$ cat src/rtl/fsp_pkg.sv
// fsp_pkg: types, codes and helper functions of the format spec parser
// used by the interfaces, the step logic, the output stage and the top level
`default_nettype none

package fsp_pkg;

  localparam int unsigned CpW   = 21;
  localparam int unsigned NumW  = 16;
  localparam int unsigned TypeW = 7;

  localparam logic [NumW-1:0] SatMax = {NumW{1'b1}};

  // result kinds
  localparam logic [1:0] KIND_LIT  = 2'd0;
  localparam logic [1:0] KIND_SPEC = 2'd1;
  localparam logic [1:0] KIND_ERR  = 2'd2;

  // error codes
  localparam logic [2:0] ERR_NONE = 3'd0;
  localparam logic [2:0] ERR_ESC  = 3'd1;
  localparam logic [2:0] ERR_ID   = 3'd2;
  localparam logic [2:0] ERR_SYM  = 3'd3;
  localparam logic [2:0] ERR_INC  = 3'd4;

  // align and sign codes
  localparam logic [1:0] ALN_LEFT   = 2'd1;
  localparam logic [1:0] ALN_RIGHT  = 2'd2;
  localparam logic [1:0] ALN_CENTER = 2'd3;
  localparam logic [1:0] SGN_PLUS   = 2'd1;
  localparam logic [1:0] SGN_MINUS  = 2'd2;

  // option flag bits
  localparam int unsigned FL_ARGID  = 0;
  localparam int unsigned FL_ALT    = 1;
  localparam int unsigned FL_ZERO   = 2;
  localparam int unsigned FL_WIDTH  = 3;
  localparam int unsigned FL_WIND   = 4;
  localparam int unsigned FL_PREC   = 5;
  localparam int unsigned FL_LOCALE = 6;
  localparam int unsigned FL_FILL   = 7;

  // characters
  localparam logic [CpW-1:0] CH_LBRACE = 21'h7B;
  localparam logic [CpW-1:0] CH_RBRACE = 21'h7D;
  localparam logic [CpW-1:0] CH_COLON  = 21'h3A;
  localparam logic [CpW-1:0] CH_LT     = 21'h3C;
  localparam logic [CpW-1:0] CH_GT     = 21'h3E;
  localparam logic [CpW-1:0] CH_CARET  = 21'h5E;
  localparam logic [CpW-1:0] CH_PLUS   = 21'h2B;
  localparam logic [CpW-1:0] CH_MINUS  = 21'h2D;
  localparam logic [CpW-1:0] CH_HASH   = 21'h23;
  localparam logic [CpW-1:0] CH_ZERO   = 21'h30;
  localparam logic [CpW-1:0] CH_ONE    = 21'h31;
  localparam logic [CpW-1:0] CH_NINE   = 21'h39;
  localparam logic [CpW-1:0] CH_DOT    = 21'h2E;
  localparam logic [CpW-1:0] CH_BIGL   = 21'h4C;

  // option levels
  localparam logic [3:0] LVL_OPTS   = 4'd0;
  localparam logic [3:0] LVL_SIGN   = 4'd1;
  localparam logic [3:0] LVL_ALT    = 4'd2;
  localparam logic [3:0] LVL_ZERO   = 4'd3;
  localparam logic [3:0] LVL_WIDTH  = 4'd4;
  localparam logic [3:0] LVL_AFTW   = 4'd5;
  localparam logic [3:0] LVL_AFTP   = 4'd6;
  localparam logic [3:0] LVL_TYPE   = 4'd7;
  localparam logic [3:0] LVL_CLOSE  = 4'd8;

  typedef enum logic [14:0] {
    ST_NORMAL   = 15'b000000000000001,
    ST_OPEN     = 15'b000000000000010,
    ST_CLOSE_ESC= 15'b000000000000100,
    ST_ARGID    = 15'b000000000001000,
    ST_OPTS     = 15'b000000000010000,
    ST_SIGN     = 15'b000000000100000,
    ST_ALTER    = 15'b000000001000000,
    ST_ZERO     = 15'b000000010000000,
    ST_WIDTH    = 15'b000000100000000,
    ST_WDIRECT  = 15'b000001000000000,
    ST_WIND     = 15'b000010000000000,
    ST_WAITPREC = 15'b000100000000000,
    ST_PREC     = 15'b001000000000000,
    ST_TYPE     = 15'b010000000000000,
    ST_CLOSE    = 15'b100000000000000
  } fsp_state_e;

  typedef enum logic [1:0] {
    OPT_MISS   = 2'd0,
    OPT_TAKEN  = 2'd1,
    OPT_CLOSED = 2'd2
  } fsp_opt_e;

  typedef struct packed {
    fsp_state_e       st;
    logic             halted;
    logic [CpW-1:0]   fill;
    logic [1:0]       align;
    logic [1:0]       sign;
    logic [7:0]       flags;
    logic [NumW-1:0]  width;
    logic [NumW-1:0]  prec;
    logic [TypeW-1:0] typ;
  } fsp_ctx_t;

  typedef struct packed {
    logic [1:0]       kind;
    logic [CpW-1:0]   literal_char;
    logic [CpW-1:0]   fill_char;
    logic [1:0]       align_code;
    logic [1:0]       sign_code;
    logic [7:0]       option_flags;
    logic [NumW-1:0]  field_width;
    logic [NumW-1:0]  field_precision;
    logic [TypeW-1:0] type_letter;
    logic [2:0]       error_code;
  } fsp_res_t;

  typedef struct packed {
    fsp_opt_e hit;
    fsp_ctx_t ctx;
  } fsp_opt_t;

  function automatic logic is_digit(logic [CpW-1:0] c);
    return (c >= CH_ZERO) && (c <= CH_NINE);
  endfunction

  function automatic logic is_type(logic [CpW-1:0] c);
    logic r;
    unique case (c)
      21'h73, 21'h3F, 21'h62, 21'h42, 21'h63, 21'h64, 21'h6F, 21'h78, 21'h58,
      21'h61, 21'h41, 21'h65, 21'h45, 21'h66, 21'h46, 21'h67, 21'h47: r = 1'b1;
      default: r = 1'b0;
    endcase
    return r;
  endfunction

  // v * 10 + digit, saturating
  function automatic logic [NumW-1:0] acc10(logic [NumW-1:0] v, logic [CpW-1:0] c);
    logic [NumW+3:0] r;
    r = {1'b0, v, 3'b000} + {3'b000, v, 1'b0} + {{NumW{1'b0}}, c[3:0]};
    return (r > {4'd0, SatMax}) ? SatMax : r[NumW-1:0];
  endfunction

  function automatic fsp_res_t mk_res(logic [1:0] kind, logic [CpW-1:0] lit,
                                      logic [2:0] err, fsp_ctx_t x);
    fsp_res_t r;
    r = '0;
    r.kind       = kind;
    r.error_code = err;
    if (kind == KIND_LIT) begin
      r.literal_char = lit;
    end
    if (kind == KIND_SPEC) begin
      r.fill_char       = x.fill;
      r.align_code      = x.align;
      r.sign_code       = x.sign;
      r.option_flags    = x.flags;
      r.field_width     = x.width;
      r.field_precision = x.prec;
      r.type_letter     = x.typ;
    end
    return r;
  endfunction

  function automatic fsp_opt_t opt_step(logic [3:0] lvl, logic [CpW-1:0] c, fsp_ctx_t x);
    fsp_opt_t o;
    o.ctx = x;
    o.hit = OPT_TAKEN;
    priority if (lvl <= LVL_OPTS && (c == CH_LT || c == CH_GT || c == CH_CARET)) begin
      o.ctx.align = (c == CH_LT) ? ALN_LEFT : (c == CH_GT) ? ALN_RIGHT : ALN_CENTER;
      o.ctx.st    = ST_SIGN;
    end else if (lvl <= LVL_SIGN && (c == CH_PLUS || c == CH_MINUS)) begin
      o.ctx.sign = (c == CH_MINUS) ? SGN_MINUS : SGN_PLUS;
      o.ctx.st   = ST_ALTER;
    end else if (lvl <= LVL_ALT && c == CH_HASH) begin
      o.ctx.flags[FL_ALT] = 1'b1;
      o.ctx.st            = ST_ZERO;
    end else if (lvl <= LVL_ZERO && c == CH_ZERO) begin
      o.ctx.flags[FL_ZERO] = 1'b1;
      o.ctx.st             = ST_WIDTH;
    end else if (lvl <= LVL_WIDTH && c >= CH_ONE && c <= CH_NINE) begin
      o.ctx.width           = {{(NumW-4){1'b0}}, c[3:0]};
      o.ctx.flags[FL_WIDTH] = 1'b1;
      o.ctx.st              = ST_WDIRECT;
    end else if (lvl <= LVL_WIDTH && c == CH_LBRACE) begin
      o.ctx.flags[FL_WIDTH] = 1'b1;
      o.ctx.flags[FL_WIND]  = 1'b1;
      o.ctx.st              = ST_WIND;
    end else if (lvl <= LVL_AFTW && c == CH_DOT) begin
      o.ctx.prec           = '0;
      o.ctx.flags[FL_PREC] = 1'b1;
      o.ctx.st             = ST_PREC;
    end else if (lvl <= LVL_AFTP && c == CH_BIGL) begin
      o.ctx.flags[FL_LOCALE] = 1'b1;
      o.ctx.st               = ST_TYPE;
    end else if (lvl <= LVL_TYPE && is_type(c)) begin
      o.ctx.typ = c[TypeW-1:0];
      o.ctx.st  = ST_CLOSE;
    end else if (c == CH_RBRACE) begin
      o.ctx.st = ST_NORMAL;
      o.hit    = OPT_CLOSED;
    end else begin
      o.hit = OPT_MISS;
    end
    return o;
  endfunction

endpackage

`default_nettype wire

$ cat src/rtl/fsp_in_if.sv
// fsp_in_if: input channel of the format spec parser, one code point per request
// depends on fsp_pkg for field widths
`default_nettype none

interface fsp_in_if
  import fsp_pkg::*;
();
  logic           valid;
  logic           ready;
  logic [CpW-1:0] code_point;
  logic           end_of_text;

  modport source (output valid, output code_point, output end_of_text, input ready);
  modport sink   (input valid, input code_point, input end_of_text, output ready);
endinterface

`default_nettype wire

$ cat src/rtl/fsp_out_if.sv
// fsp_out_if: result channel of the format spec parser
// depends on fsp_pkg for field widths
`default_nettype none

interface fsp_out_if
  import fsp_pkg::*;
();
  logic             valid;
  logic             ready;
  logic [1:0]       kind;
  logic [CpW-1:0]   literal_char;
  logic [CpW-1:0]   fill_char;
  logic [1:0]       align_code;
  logic [1:0]       sign_code;
  logic [7:0]       option_flags;
  logic [NumW-1:0]  field_width;
  logic [NumW-1:0]  field_precision;
  logic [TypeW-1:0] type_letter;
  logic [2:0]       error_code;

  modport source (output valid, output kind, output literal_char, output fill_char,
                  output align_code, output sign_code, output option_flags,
                  output field_width, output field_precision, output type_letter,
                  output error_code, input ready);
  modport sink   (input valid, input kind, input literal_char, input fill_char,
                  input align_code, input sign_code, input option_flags,
                  input field_width, input field_precision, input type_letter,
                  input error_code, output ready);
endinterface

`default_nettype wire

$ cat src/rtl/fsp_step.sv
// fsp_step: combinational parser step, next context and optional result
// depends on fsp_pkg
`default_nettype none

module fsp_step
  import fsp_pkg::*;
(
  input  fsp_ctx_t       ctx_i,
  input  logic [CpW-1:0] cp_i,
  input  logic           eot_i,
  input  logic           strict_i,
  output fsp_ctx_t       ctx_o,
  output logic           emit_o,
  output fsp_res_t       res_o
);

  fsp_ctx_t   a;
  fsp_opt_t   o;
  logic       use_lvl;
  logic [3:0] lvl;

  always_comb begin
    ctx_o   = ctx_i;
    emit_o  = 1'b0;
    res_o   = '0;
    a       = ctx_i;
    o       = '0;
    use_lvl = 1'b0;
    lvl     = LVL_OPTS;
    if (eot_i) begin
      ctx_o.st     = ST_NORMAL;
      ctx_o.halted = 1'b0;
      if (!ctx_i.halted && ctx_i.st != ST_NORMAL) begin
        emit_o = 1'b1;
        if (strict_i || ctx_i.st == ST_OPEN || ctx_i.st == ST_CLOSE_ESC) begin
          res_o = mk_res(KIND_ERR, '0, ERR_INC, ctx_i);
        end else begin
          res_o = mk_res(KIND_SPEC, '0, ERR_INC, ctx_i);
        end
      end
    end else if (!ctx_i.halted) begin
      unique case (ctx_i.st)
        ST_NORMAL: begin
          if (cp_i == CH_LBRACE) begin
            ctx_o.st = ST_OPEN;
          end else if (cp_i == CH_RBRACE) begin
            ctx_o.st = ST_CLOSE_ESC;
          end else begin
            emit_o = 1'b1;
            res_o  = mk_res(KIND_LIT, cp_i, ERR_NONE, ctx_i);
          end
        end
        ST_CLOSE_ESC: begin
          ctx_o.st = ST_NORMAL;
          emit_o   = 1'b1;
          if (cp_i == CH_RBRACE) begin
            res_o = mk_res(KIND_LIT, cp_i, ERR_NONE, ctx_i);
          end else if (strict_i) begin
            ctx_o.halted = 1'b1;
            res_o        = mk_res(KIND_ERR, '0, ERR_ESC, ctx_i);
          end else begin
            res_o = mk_res(KIND_LIT, cp_i, ERR_ESC, ctx_i);
          end
        end
        ST_OPEN, ST_ARGID: begin
          if (ctx_i.st == ST_OPEN && cp_i == CH_LBRACE) begin
            ctx_o.st = ST_NORMAL;
            emit_o   = 1'b1;
            res_o    = mk_res(KIND_LIT, cp_i, ERR_NONE, ctx_i);
          end else begin
            // opening a field clears the spec
            if (ctx_i.st == ST_OPEN) begin
              a       = '0;
              a.st    = ST_ARGID;
            end
            ctx_o = a;
            if (is_digit(cp_i)) begin
              ctx_o.flags[FL_ARGID] = 1'b1;
            end else if (cp_i == CH_RBRACE) begin
              ctx_o.st = ST_NORMAL;
              emit_o   = 1'b1;
              res_o    = mk_res(KIND_SPEC, '0, ERR_NONE, a);
            end else begin
              ctx_o.st = ST_OPTS;
              if (cp_i != CH_COLON) begin
                emit_o = 1'b1;
                res_o  = mk_res(KIND_ERR, '0, ERR_ID, a);
                if (strict_i) begin
                  ctx_o.halted = 1'b1;
                end else begin
                  o = opt_step(LVL_OPTS, cp_i, ctx_o);
                  if (o.hit == OPT_MISS) begin
                    ctx_o.fill           = cp_i;
                    ctx_o.flags[FL_FILL] = 1'b1;
                  end else begin
                    ctx_o = o.ctx;
                  end
                end
              end
            end
          end
        end
        ST_WIND: begin
          if (is_digit(cp_i)) begin
            ctx_o.width = acc10(ctx_i.width, cp_i);
          end else if (cp_i == CH_RBRACE) begin
            ctx_o.st = ST_WAITPREC;
          end else begin
            emit_o       = 1'b1;
            res_o        = mk_res(KIND_ERR, '0, ERR_SYM, ctx_i);
            ctx_o.halted = strict_i;
          end
        end
        ST_WDIRECT: begin
          if (is_digit(cp_i)) begin
            ctx_o.width = acc10(ctx_i.width, cp_i);
          end else begin
            use_lvl = 1'b1;
            lvl     = LVL_AFTW;
          end
        end
        ST_PREC: begin
          if (is_digit(cp_i)) begin
            ctx_o.prec = acc10(ctx_i.prec, cp_i);
          end else begin
            use_lvl = 1'b1;
            lvl     = LVL_AFTP;
          end
        end
        ST_OPTS: begin
          use_lvl = 1'b1;
          lvl     = LVL_OPTS;
        end
        ST_SIGN: begin
          use_lvl = 1'b1;
          lvl     = LVL_SIGN;
        end
        ST_ALTER: begin
          use_lvl = 1'b1;
          lvl     = LVL_ALT;
        end
        ST_ZERO: begin
          use_lvl = 1'b1;
          lvl     = LVL_ZERO;
        end
        ST_WIDTH: begin
          use_lvl = 1'b1;
          lvl     = LVL_WIDTH;
        end
        ST_WAITPREC: begin
          use_lvl = 1'b1;
          lvl     = LVL_AFTW;
        end
        ST_TYPE: begin
          use_lvl = 1'b1;
          lvl     = LVL_TYPE;
        end
        ST_CLOSE: begin
          use_lvl = 1'b1;
          lvl     = LVL_CLOSE;
        end
        default: begin
          ctx_o.st = ST_NORMAL;
        end
      endcase

      if (use_lvl) begin
        o = opt_step(lvl, cp_i, ctx_i);
        unique case (o.hit)
          OPT_CLOSED: begin
            ctx_o  = o.ctx;
            emit_o = 1'b1;
            res_o  = mk_res(KIND_SPEC, '0, ERR_NONE, o.ctx);
          end
          OPT_TAKEN: begin
            ctx_o = o.ctx;
          end
          default: begin
            if (lvl == LVL_OPTS && !ctx_i.flags[FL_FILL]) begin
              ctx_o.fill           = cp_i;
              ctx_o.flags[FL_FILL] = 1'b1;
            end else begin
              // second fill or unexpected symbol
              emit_o = 1'b1;
              res_o  = mk_res(KIND_ERR, '0, ERR_SYM, ctx_i);
              if (strict_i) begin
                ctx_o.halted = 1'b1;
              end else if (lvl == LVL_OPTS) begin
                ctx_o.fill = cp_i;
              end
            end
          end
        endcase
      end
    end
  end

endmodule

`default_nettype wire

$ cat src/rtl/fsp_out_stage.sv
// fsp_out_stage: result register driving the output channel
// depends on fsp_pkg and fsp_out_if
`default_nettype none

module fsp_out_stage
  import fsp_pkg::*;
(
  input  logic             clk_i,
  input  logic             rst_ni,
  input  logic             push_i,
  input  fsp_res_t         res_i,
  output logic             free_o,
  fsp_out_if.source        out_o
);

  logic     valid_q, valid_d;
  fsp_res_t res_q;

  assign free_o = !valid_q || out_o.ready;

  always_comb begin
    valid_d = valid_q;
    if (push_i) begin
      valid_d = 1'b1;
    end else if (out_o.ready) begin
      valid_d = 1'b0;
    end
  end

  always_ff @(posedge clk_i or negedge rst_ni) begin
    if (!rst_ni) begin
      valid_q <= 1'b0;
    end else begin
      valid_q <= valid_d;
    end
  end

  always_ff @(posedge clk_i) begin
    if (push_i) begin
      res_q <= res_i;
    end
  end

  assign out_o.valid           = valid_q;
  assign out_o.kind            = res_q.kind;
  assign out_o.literal_char    = res_q.literal_char;
  assign out_o.fill_char       = res_q.fill_char;
  assign out_o.align_code      = res_q.align_code;
  assign out_o.sign_code       = res_q.sign_code;
  assign out_o.option_flags    = res_q.option_flags;
  assign out_o.field_width     = res_q.field_width;
  assign out_o.field_precision = res_q.field_precision;
  assign out_o.type_letter     = res_q.type_letter;
  assign out_o.error_code      = res_q.error_code;

endmodule

`default_nettype wire

$ cat src/rtl/format_spec_parser.sv
// format_spec_parser: top level, input register, parse context and strict flag
// depends on fsp_pkg, fsp_in_if, fsp_out_if, fsp_step and fsp_out_stage
//
//   port      dir   contents
//   in_i      sink  code_point, end_of_text
//   out_o     src   kind, literal_char, spec fields, error_code
//   cfg_*     in    strict_errors write
//
// one request per cycle sustained while the result channel does not stall; a request passes
// through the input register, then through the step logic into the result register
// the parse context updates as a request leaves the input register
// reset clears the context to normal characters, strict mode off
// a stalled result holds the input register; the input still takes a request while it is empty
`default_nettype none

module format_spec_parser
  import fsp_pkg::*;
(
  input  logic      clk_i,
  input  logic      rst_ni,
  fsp_in_if.sink    in_i,
  fsp_out_if.source out_o,
  input  logic      cfg_we_i,
  input  logic      cfg_wdata_i
);

  logic           in_valid_q;
  logic [CpW-1:0] cp_q;
  logic           eot_q;
  logic           strict_q;
  fsp_ctx_t       ctx_q, ctx_d;
  logic           emit;
  fsp_res_t       res;
  logic           out_free;
  logic           advance;

  assign advance    = in_valid_q && out_free;
  assign in_i.ready = !in_valid_q || out_free;

  fsp_step u_step (
    .ctx_i    (ctx_q),
    .cp_i     (cp_q),
    .eot_i    (eot_q),
    .strict_i (strict_q),
    .ctx_o    (ctx_d),
    .emit_o   (emit),
    .res_o    (res)
  );

  fsp_out_stage u_out (
    .clk_i  (clk_i),
    .rst_ni (rst_ni),
    .push_i (advance && emit),
    .res_i  (res),
    .free_o (out_free),
    .out_o  (out_o)
  );

  always_ff @(posedge clk_i or negedge rst_ni) begin
    if (!rst_ni) begin
      in_valid_q <= 1'b0;
      strict_q   <= 1'b0;
      ctx_q      <= '{st: ST_NORMAL, default: '0};
    end else begin
      if (in_i.ready) begin
        in_valid_q <= in_i.valid;
      end
      if (cfg_we_i) begin
        strict_q <= cfg_wdata_i;
      end
      if (advance) begin
        ctx_q <= ctx_d;
      end
    end
  end

  always_ff @(posedge clk_i) begin
    if (in_i.valid && in_i.ready) begin
      cp_q  <= in_i.code_point;
      eot_q <= in_i.end_of_text;
    end
  end

  // a halted parser stays silent until end of text
  assert property (@(posedge clk_i) disable iff (!rst_ni)
    (in_valid_q && ctx_q.halted && !eot_q) |-> !emit)
    else $error("output while halted");

  // end of text always returns to normal characters
  assert property (@(posedge clk_i) disable iff (!rst_ni)
    (advance && eot_q) |=> (ctx_q.st == ST_NORMAL && !ctx_q.halted))
    else $error("end of text did not reset the parse context");

  // results only ever carry the three defined kinds
  assert property (@(posedge clk_i) disable iff (!rst_ni)
    out_o.valid |-> (out_o.kind == KIND_LIT || out_o.kind == KIND_SPEC ||
                     out_o.kind == KIND_ERR))
    else $error("undefined result kind");

endmodule

`default_nettype wire

$ cat src/flat_wrapper.sv
// flat-port wrapper written by rule: the top's interface ports become plain ports
module format_spec_parser_flat import fsp_pkg::*;
  (clk_i, rst_ni, cfg_we_i, cfg_wdata_i, in_i_valid, in_i_code_point, in_i_end_of_text, in_i_ready, out_o_valid, out_o_kind, out_o_literal_char, out_o_fill_char, out_o_align_code, out_o_sign_code, out_o_option_flags, out_o_field_width, out_o_field_precision, out_o_type_letter, out_o_error_code, out_o_ready);
  fsp_in_if in_i_i ();
  fsp_out_if out_o_i ();
  input  logic clk_i;
  input  logic rst_ni;
  input  logic cfg_we_i;
  input  logic cfg_wdata_i;
  input wire logic [$bits(in_i_i.valid)-1:0] in_i_valid;
  input wire logic [$bits(in_i_i.code_point)-1:0] in_i_code_point;
  input wire logic [$bits(in_i_i.end_of_text)-1:0] in_i_end_of_text;
  output wire logic [$bits(in_i_i.ready)-1:0] in_i_ready;
  output wire logic [$bits(out_o_i.valid)-1:0] out_o_valid;
  output wire logic [$bits(out_o_i.kind)-1:0] out_o_kind;
  output wire logic [$bits(out_o_i.literal_char)-1:0] out_o_literal_char;
  output wire logic [$bits(out_o_i.fill_char)-1:0] out_o_fill_char;
  output wire logic [$bits(out_o_i.align_code)-1:0] out_o_align_code;
  output wire logic [$bits(out_o_i.sign_code)-1:0] out_o_sign_code;
  output wire logic [$bits(out_o_i.option_flags)-1:0] out_o_option_flags;
  output wire logic [$bits(out_o_i.field_width)-1:0] out_o_field_width;
  output wire logic [$bits(out_o_i.field_precision)-1:0] out_o_field_precision;
  output wire logic [$bits(out_o_i.type_letter)-1:0] out_o_type_letter;
  output wire logic [$bits(out_o_i.error_code)-1:0] out_o_error_code;
  input wire logic [$bits(out_o_i.ready)-1:0] out_o_ready;
  assign in_i_i.valid = in_i_valid;
  assign in_i_i.code_point = in_i_code_point;
  assign in_i_i.end_of_text = in_i_end_of_text;
  assign in_i_ready = in_i_i.ready;
  assign out_o_valid = out_o_i.valid;
  assign out_o_kind = out_o_i.kind;
  assign out_o_literal_char = out_o_i.literal_char;
  assign out_o_fill_char = out_o_i.fill_char;
  assign out_o_align_code = out_o_i.align_code;
  assign out_o_sign_code = out_o_i.sign_code;
  assign out_o_option_flags = out_o_i.option_flags;
  assign out_o_field_width = out_o_i.field_width;
  assign out_o_field_precision = out_o_i.field_precision;
  assign out_o_type_letter = out_o_i.type_letter;
  assign out_o_error_code = out_o_i.error_code;
  assign out_o_i.ready = out_o_ready;
  format_spec_parser u_core (.clk_i(clk_i), .rst_ni(rst_ni), .in_i(in_i_i), .out_o(out_o_i), .cfg_we_i(cfg_we_i), .cfg_wdata_i(cfg_wdata_i));
endmodule
$ cat config.mk
export PLATFORM = sky130hd
export DESIGN_NAME = format_spec_parser_flat
export DESIGN_NICKNAME = d
export VERILOG_FILES = /design/src/rtl/fsp_pkg.sv /design/src/rtl/fsp_in_if.sv /design/src/rtl/fsp_out_if.sv /design/src/rtl/fsp_step.sv /design/src/rtl/fsp_out_stage.sv /design/src/rtl/format_spec_parser.sv /design/src/flat_wrapper.sv
export SDC_FILE = /design/constraint.sdc
export NUM_CORES = 1
export LEC_CHECK = 0
export BUFFER_PORTS_ARGS = -buffer_cell sky130_fd_sc_hd__buf_2
export CAP_MARGIN = 5
export CORE_UTILIZATION = 55
export CTS_CLUSTER_DIAMETER = 150
export DETAILED_ROUTE_END_ITERATION = 10
export GPL_TIMING_DRIVEN = 0
export PLACE_DENSITY = 0.77
export SYNTH_ARGS = -nofsm -noshare
export SYNTH_HDL_FRONTEND = slang
export SYNTH_SLANG_ARGS = --single-unit
$ cat constraint.sdc
create_clock -name clk_i -period 12.09 [get_ports clk_i]
set_input_delay 1.209 -clock clk_i [delete_from_list [all_inputs] [get_ports clk_i]]
set_output_delay 1.209 -clock clk_i [all_outputs]
set_load 0.05 [all_outputs]
==> flow_summary.yaml <==
clocking:
  htree_levels: 1
  cts_max_path_buffers: 3
  cts-root-buf: "clkbuf_16"
  cts_resized: 0
  cts-buffers-inserted: 24
  clock-sinks: 211
  postCtsSetupRepairBufs: 0
  cts_tree: "done"
  cts-hold-fix-buffers: 0
  insertion_delay_ns: 0.54
  path_clk_slew_ns: 0.06
drt:
  vias: 12571
  wirelength_um: 45300
  wl_per_cell_um: 24.0
  drt_iter0_markers: 1227
  ant_nets: 0
  drc: 0
  drt_first_pass_iters: 6
  vias_per_cell: 6.66
global_routing:
  grt_use_met3: 0.0599
  grt_pass1_wl_um: 70300
  use_met2: 0.542
  grt_start_max_net_pins: 66
  grt_busiest_layer: "met2"
  overflow: 0
  grt_pass1_vias: 12056
  grt_use_met1: 0.496
  grtUsageTotal: 0.357
  antenna_found_initial: 1
hold_path:
  min_from: "u_core.ctx_q[43]$_DFFE_PN0P_"
  min_path_type: "flop to flop"
sta:
  setup_violations: 0
  slew_viol_final: 0
  fmax_ghz: 0.144
  fin_ws_ns: 5.16
  final_period_minus_worst_setup_slack_ns: 6.93
  fin_hold_ws_ns: 0.498
  finalCritPeriodShare: 0.573
  clock_skew_ns: 0.0103
  slew_headroom: 0.177
  grt_setup_unrepaired: "no"
  hold_viol: 0
  worst_pin_slew_ns: 1.22
final_layout:
  n_fill_cell: 2030
  drive_gt1_frac: 0.164
  seqCellArea_um2: 5880
  multi_input_area_um2: 7250
  antenna_cells: 0
  area.growth.synth_to_final_pct: 15.3
  nets: 1642
  fin_cells: 1888
critical_path:
  cp-start-kind: "flop"
  path_depth: 16
  cp.arrival_ns: 7.16
  slowest_stage: "nor4_1"
  setup.worst_path.class: "flop to flop"
  reg2reg_to: "u_core.u_out.out_o.align_code[0]$_DFFE_PP_"
  r2r-start: "u_core.cp_q[16]$_DFFE_PP_"
  cp_top_family: "simple AND/OR/NAND/NOR gates"
  worstSetupEndpointType: "flop"
  startpoint: "u_core.cp_q[16]$_DFFE_PP_"
  worst-path-buf-inv: 6
  crit_fanout: 23
  crit_path_max_incr_delay_ns: 1.17
  r2r_slack_ns: 5.16
  r2r_cells: 16
  cp_common_cell: "buf_8"
  endpoint: "u_core.u_out.out_o.align_code[0]$_DFFE_PP_"
  worstPathRequired_ns: 12.32
  worstPathCellList: "nor3_1, nand4_2, nor4_1, nand3_1, o211ai_1, a2111o_1, ha_1, clkbuf_1, nor2_1, buf_2, a211oi_1, a221oi_4, buf_16, buf_8, buf_8, buf_8"
status:
  outcome: "finished, final reports clean"
floorplanning:
  die_h_um: 159
  io_pins: 128
  initial_core_util: 0.561
  coreArea_um2: 24200
  dieArea_um2: 25400
  rows: 57
  fp.dieW_um: 159
synthesis:
  syn_inst: 1387
  yosysMostFrequentCell: "edfxtp_1"
  synth_commonest_cells: "120 x edfxtp_1, 107 x nor2_1, 106 x nand2_1"
  synthTopCellsByArea: "edfxtp_1 26%, dfrtp_1 17%, ha_1 5.9%, o21ai_0 3.4%, and2_1 3.3%"
  syn_area_per_cell_um2: 9.80
  synth.distinct_cells: 101
  yosys.area.top_type: "edfxtp_1"
  synth_edf_count: 120
  synth_fp_nets: 1483
  syn-cell-area_um2: 13600
  ys_ff_latch: 211
  async_reset_ff_frac: 0.431
  synth_ff_type: "edfxtp_1"
  ys_seq_area_frac: 0.433
  synth_warnings: 0
  yosys.area.top_type_share: 0.265
flow_run:
  max-cap-violations: 0
pwr:
  p_leak_nw: 6.35
  worst_ir_drop_vdd_mv: 0.0973
  power_density_nw_per_um2: 123
placement:
  io_buffers: 127
  dp_slack_ns: 5.37
  dp.cells: 1844
  dp_hpwl_um: 33700
  gp_congestion: 1.05
[stage by stage]
stage	instance area [um2]	util	TNS (ns)	total power, W
finish	15700	0.647	0	0.00193
detailed placement	14800	0.610	0	0.00112
global placement	14600	0.604	-378.07	0.00112
floorplan	13600	-	0	0.00104
CTS	15700	0.647	0	0.00193
global route	15700	0.647	0	0.00198
[how the worst min path moves through the flow]
stage / slack [ns] / end / cells after the start
final: 0.50 / u_core.ctx_q[43]$_DFFE_PN0P_ / 2
after global routing: 0.51 / u_core.ctx_q[58]$_DFFE_PN0P_ / 1
after CTS: 0.49 / u_core.ctx_q[43]$_DFFE_PN0P_ / 2
after detailed placement: 0.48 / u_core.ctx_q[43]$_DFFE_PN0P_ / 2
after global placement: 0.48 / u_core.ctx_q[43]$_DFFE_PN0P_ / 2
after floorplan: 0.45 / u_core.ctx_q[43]$_DFFE_PN0P_ / 2
[power by group]
part | internal, W | switching (W)
logic | 0.0000770 | 0.000188
registers | 0.000814 | 0.0000348
clock network | 0.000495 | 0.000318
[cell usage in the layout, fill, tap and decap left out, drive strengths merged, types with 13 or more instances in the layout]
cell | synthesis | layout
a21o | 13 | 13
clkbuf | 48 | 76
dfrtp | 90 | 90
ha | 64 | 64
a31oi | 13 | 13
nor4 | 28 | 28
o21ai | 100 | 100
xnor2 | 16 | 16
nand4 | 15 | 15
nor2 | 110 | 110
buf | 26 | 159
o21a | 13 | 13
nand2b | 17 | 17
nor2b | 24 | 24
nor3 | 38 | 38
nand2 | 106 | 106
nand3 | 36 | 36
a211oi | 29 | 29
o31ai | 15 | 15
a21oi | 79 | 79
edfxtp | 120 | 120
o211ai | 19 | 19
and2 | 72 | 72
inv | 37 | 39
a22o | 22 | 22
[routing by layer]
layer  vias to the layer above  wire length (um)
li1                       5665                 -
met1                      6011             18700
met2                       748             19900
met3                       145              4510
met4                         2              2250
met5                         -                17
[flip-flops by register name, indices dropped and copies added (netlist names), 3 cells and up]
register,count
u_core.cp_q,21
u_core.ctx_q,88
u_core.u_out.out_o.error_code,3
u_core.u_out.out_o.field_precision,16
u_core.u_out.out_o.field_width,16
u_core.u_out.out_o.fill_char,21
u_core.u_out.out_o.literal_char,21
u_core.u_out.out_o.option_flags,8
u_core.u_out.out_o.type_letter,7
[cell type report]
type / count / area share
multi-input cells: 1064 / 0.462
flip-flops and latches: 211 / 0.375
inverters: 38 / 0.00910
clock inverters: 16 / 0.0157
plain buffers: 74 / 0.0217
well taps: 324 / 0.0259
clock buffers: 28 / 0.0412
repair buffers: 133 / 0.0488
[worst register-to-register path, cell delays in order (launching register included)]
cell and delay (ns):
edfxtp_1 0.54, nor3_1 0.53, nand4_2 0.54, nor4_1 1.17
nand3_1 0.36, o211ai_1 0.26, a2111o_1 0.20, ha_1 0.23
clkbuf_1 0.36, nor2_1 0.27, buf_2 0.34, a211oi_1 0.18
a221oi_4 0.81, buf_16 0.25, buf_8 0.18, buf_8 0.19
buf_8 0.21
[kinds of logic after synthesis]
kind of cell | count (synthesis) | share of synthesized area
compound gates | 437 | 0.228
mux | 11 | 0.00893
flops | 211 | 0.433
fa+ha+maj | 68 | 0.0648
xor+xnor | 27 | 0.0174
simple gates | 521 | 0.213
buf+inv | 112 | 0.0355
Power figures use the tool's default switching activity.
